File: config.mk
export PLATFORM = sky130hd
export DESIGN_NAME = lrupf_ram
export DESIGN_NICKNAME = d
export VERILOG_FILES = /design/src/sv/lrupf_ram.sv
export SDC_FILE = /design/constraint.sdc
export NUM_CORES = 1
export LEC_CHECK = 0
export ABC_CLOCK_PERIOD_IN_PS = 6400
export BUFFER_PORTS_ARGS = -buffer_cell sky130_fd_sc_hd__buf_4
export CORE_UTILIZATION = 40
export CTS_CLUSTER_DIAMETER = 30
export CTS_CLUSTER_SIZE = 25
export DETAILED_ROUTE_END_ITERATION = 8
export GPL_TIMING_DRIVEN = 0
export PLACE_DENSITY = 0.63
export SLEW_MARGIN = 30
export SYNTH_ARGS = -nofsm -noshare
export SYNTH_HDL_FRONTEND = slang
export SYNTH_SLANG_ARGS = --single-unit
export TNS_END_PERCENT = 5
File: constraint.sdc
create_clock -name i_clk -period 6.4 [get_ports i_clk]
set_input_delay 0.96 -clock i_clk [delete_from_list [all_inputs] [get_ports i_clk]]
set_output_delay 0.96 -clock i_clk [all_outputs]
set_load 0.01 [all_outputs]
File: src/sv/lrupf_ram.sv
// generic simple dual port ram with registered read
module lrupf_ram #(
    parameter int WIDTH = 8,
    parameter int DEPTH = 128
) (
    input  logic                     i_clk,
    input  logic                     i_we,
    input  logic [$clog2(DEPTH)-1:0] i_waddr,
    input  logic [WIDTH-1:0]         i_wdata,
    input  logic [$clog2(DEPTH)-1:0] i_raddr,
    output logic [WIDTH-1:0]         o_rdata
);
    logic [WIDTH-1:0] r_mem [DEPTH];

    always_ff @(posedge i_clk) begin
        if (i_we) begin
            r_mem[i_waddr] <= i_wdata;
        end
        o_rdata <= r_mem[i_raddr];
    end
endmodule

**After elaboration in Yosys (flattened, before gate mapping)**

Memory sizes are Yosys's and may differ from the RTL's. A register that Yosys moved wholly into a read port is not among the register bits.
Cells that the tools add are included.

- Mux-type cells: 2

Operators with widths:

| kind | count |
|---|---|
| $mux W1 | 2 |

- Input port bits: 24
- Logic and storage cells: 3
- Bits in writable memories: 1,024
- Memories: 1
- Register bits after elaboration: 0
- Output and inout port bits: 8

Memories:

| memory | words | bits a word | read ports | clocked after Yosys merged registers in | wr ports | RTL line | RTL |
|---|---|---|---|---|---|---|---|
| r_mem | 128 | 8 | 1 | 1 | 1 | 13 | `logic [WIDTH-1:0] r_mem [DEPTH];` |

**Longest topological paths before layout**

- Depth in word-level cells: 2
- Mapped depth: 7
- Depth with buffers taken out: 4

**Worst setup path before layout**

Ideal clock, no wire load.

- Kind: input port to flip-flop
- Start point: input port i_raddr[0]
- End point: register o_rdata[0], read port of r_mem
- Buffers on the path: 2
- Data arrival time: 3.343 ns
- Required time: 6.279 ns
- Path slack: 2.936 ns
- Stages on the path: 6
- Setup time: 0.121 ns
- Cell sequence: clkbuf_1 -> buf_1 -> mux4_2 -> mux4_2 -> mux4_2 -> mux2_2

RTL lines:

| item | RTL line | RTL |
|---|---|---|
| from (decl) | 10 | `input logic [$clog2(DEPTH)-1:0] i_raddr,` |
| to (decl) | 11 | `output logic [WIDTH-1:0] o_rdata` |

==> impl_metrics.py <==
metrics = {
    "cts": {
        "hold_buffers": 0,
        "htree_levels": 4,
        "cts_buffers": 167,
        "cts_setup_buffers": 0,
        "clock_path_buffers": 3,
        "clkTransAtPathRegs_ps": 50,
        "clock-sinks": 1032,
        "clkLatencyLatePin_ps": 740,
        "cts.repair.resized": 0,
        "cts_tree": "yes",
        "root_buffer": "clkbuf_16",
    },
    "synthesis": {
        "synth_top_area_cell": "edfxtp_1",
        "synth_top_family_by_area": "multiplexers",
        "synth-xor-area-share_pct": 0,
        "synth_fa_ha_area_share_pct": 0,
        "synth_area_um2": 39700,
        "ys_warn_count": 0,
        "syn_nets": 1659,
        "synthTopCellsByArea": "edfxtp_1, mux4_2, nor2_1, clkbuf_1, dfxtp_1",
        "avgSynthCellArea_um2": 24.3,
        "yosysSeqAreaShare_pct": 77.9,
        "synth.distinct_cells": 17,
        "syn_inst": 1635,
        "synth_compound_area_share_pct": 0,
        "synth.top_cell.area_share_pct": 77.5,
        "synth-simple-area-share_pct": 1.76,
        "ys_ff_latch": 1032,
        "synth.area.mux_share_pct": 19.3,
    },
    "route": {
        "firstDrtPassIters": 6,
        "drt_wl_total_um": 96700,
        "num_vias": 18600,
        "drc": 0,
        "first_iter_violations": 2476,
        "ant_nets": 0,
        "vias_per_cell": 5.70,
        "routedWlPerCell_um": 29.7,
    },
    "sta": {
        "setup_tns_ps": 0,
        "worst_slack_ps": 2710,
        "final-setup-viol-count": 0,
        "fmaxAchievable_mhz": 271,
        "worst_pin_slew_ps": 1030,
        "hold_viol_final": 0,
        "period_minus_slack_ps": 3690,
        "fin_crit_sh_pct": 57.6,
        "fin_skew_ps": 18.9,
        "grt_setup_unrepaired": "false",
        "maxSlewHeadroom_pct": 31.2,
        "slew_viol_final": 0,
    },
    "placement": {
        "dp.cells": 2943,
        "placement.io_buffers": 20,
        "dp_hpwl_um": 59900,
        "place_worst_setup_slack_ps": 1880,
        "gp_congestion": 0.836,
    },
    "power": {
        "p_leak_nw": 14.8,
        "ir_drop_v": 0.000251,
        "power_density_nw_per_um2": 367,
    },
    "global_route": {
        "grt_pass1_vias": 19200,
        "track_usage_pct": 19.7,
        "grt_remaining_overflow": 0,
        "grt_max_degree": 129,
        "antenna_found_initial": 11,
        "grt_pass1_wl_um": 138000,
    },
    "job": {
        "drv_cap": 0,
    },
    "critical_path": {
        "startpoint_type": "primary input",
        "cp.arrival_ps": 4310,
        "endpoint_kind": "flip-flop",
        "path_class": "primary input to flip-flop",
        "cp.required_ps": 7020,
        "worstPathMaxFanout": 10,
    },
    "floorplan": {
        "top_level_ports": 32,
        "row_count": 115,
        "die_area_um2": 100000,
        "fp.dieH_um": 317,
        "core_um2": 98300,
        "initial_core_util_pct": 40.4,
        "die_w_um": 317,
    },
    "cells_and_area": {
        "nets": 1849,
        "areaGrowthSynthToFinish_pct": 19.5,
        "final_cell_mix": "edfxtp_1, mux4_2, clkbuf_16, nor2_1, clkbuf_1",
        "final_cells": 3256,
        "fillCellCount": 7711,
        "drive_gt1_share_pct": 35.4,
        "final_common_cell": "edfxtp_1",
    },
    "worst_hold_path": {
        "hold_class": "primary input to flip-flop",
    },
    "run_status": {
        "status": "finished, final reports clean",
    },
}
==> metrics by stage <==
step	utilization (%)	hold WS [ps]	cell area [um^2]	power, mW
floorplan	-	1060	39700	8.00
global placement	42.2	1130	41400	8.33
detailed placement	42.3	1140	41500	8.35
CTS	48.2	738	47400	17.5
global route	48.2	785	47400	17.8
finish	48.2	777	47400	17.4
==> area by class of cell <==
class / instances / area, um^2 / area share (%)
repair buffers: 21 / 208 / 0.438
well taps: 1287 / 1610 / 3.40
plain buffers: 89 / 423 / 0.892
diodes: 4 / 10.0 / 0.0211
clock buffers: 189 / 4360 / 9.19
flip-flops and latches: 1032 / 30900 / 65.2
clock inverters: 120 / 1470 / 3.11
multi-input cells: 514 / 8410 / 17.7
==> registers in the layout, indices dropped and copies added (netlist names) <==
signal / flops
o_rdata: 8
r_mem: 1024
==> path summary, 6_finish.rpt <==
| check | startpoint | to | slack, ps | depth (start not counted) |
|---|---|---|---|---|
| hold reg to reg | r_mem[69][7]$_DFFE_PP_ | o_rdata[7]$_DFF_P_ | 1150 | 4 |
| setup / recovery | i_raddr[2] | o_rdata[1]$_DFF_P_ | 2710 | 6 |
| hold / removal | i_raddr[5] | o_rdata[0]$_DFF_P_ | 780 | 2 |
| setup reg to reg | r_mem[63][1]$_DFFE_PP_ | o_rdata[1]$_DFF_P_ | 3930 | 4 |
==> where the power goes <==
part | switching (mW) | internal [mW]
clock network | 3.23 | 5.96
logic | 0.449 | 0.281
registers | 0.00884 | 7.48
total | 3.69 | 13.7
==> cell families after synthesis <==
kind of cell  Yosys count
simple gates          170
mux                   344
flops                1032
buf+inv                89
==> layer usage <==
metal  part of all wire [%]  GRT usage, %  vias to the layer above
met1                     40          27.2                     9983
met5                  0.021             0                        -
li1                       -             -                     7498
met4                    3.0          7.59                        4
met3                    8.5          4.37                      172
met2                     48          30.6                      904
==> synthesized netlist by cell type, drive strengths merged <==
library cell,count
buf,45
clkbuf,44
dfxtp,8
edfxtp,1024
mux2,8
mux4,336
nand2,14
nand2b,2
nand3,12
nand4,3
nor2,122
nor2b,7
nor3,9
or3,1
==> worst max-delay path, cell delays in order <==
cell      delay (ps)
clkbuf_1         680
clkbuf_1         740
mux4_2           470
mux4_2           570
mux4_2           560
mux2_2           310
Note: power is estimated with default switching activity, not from simulation.
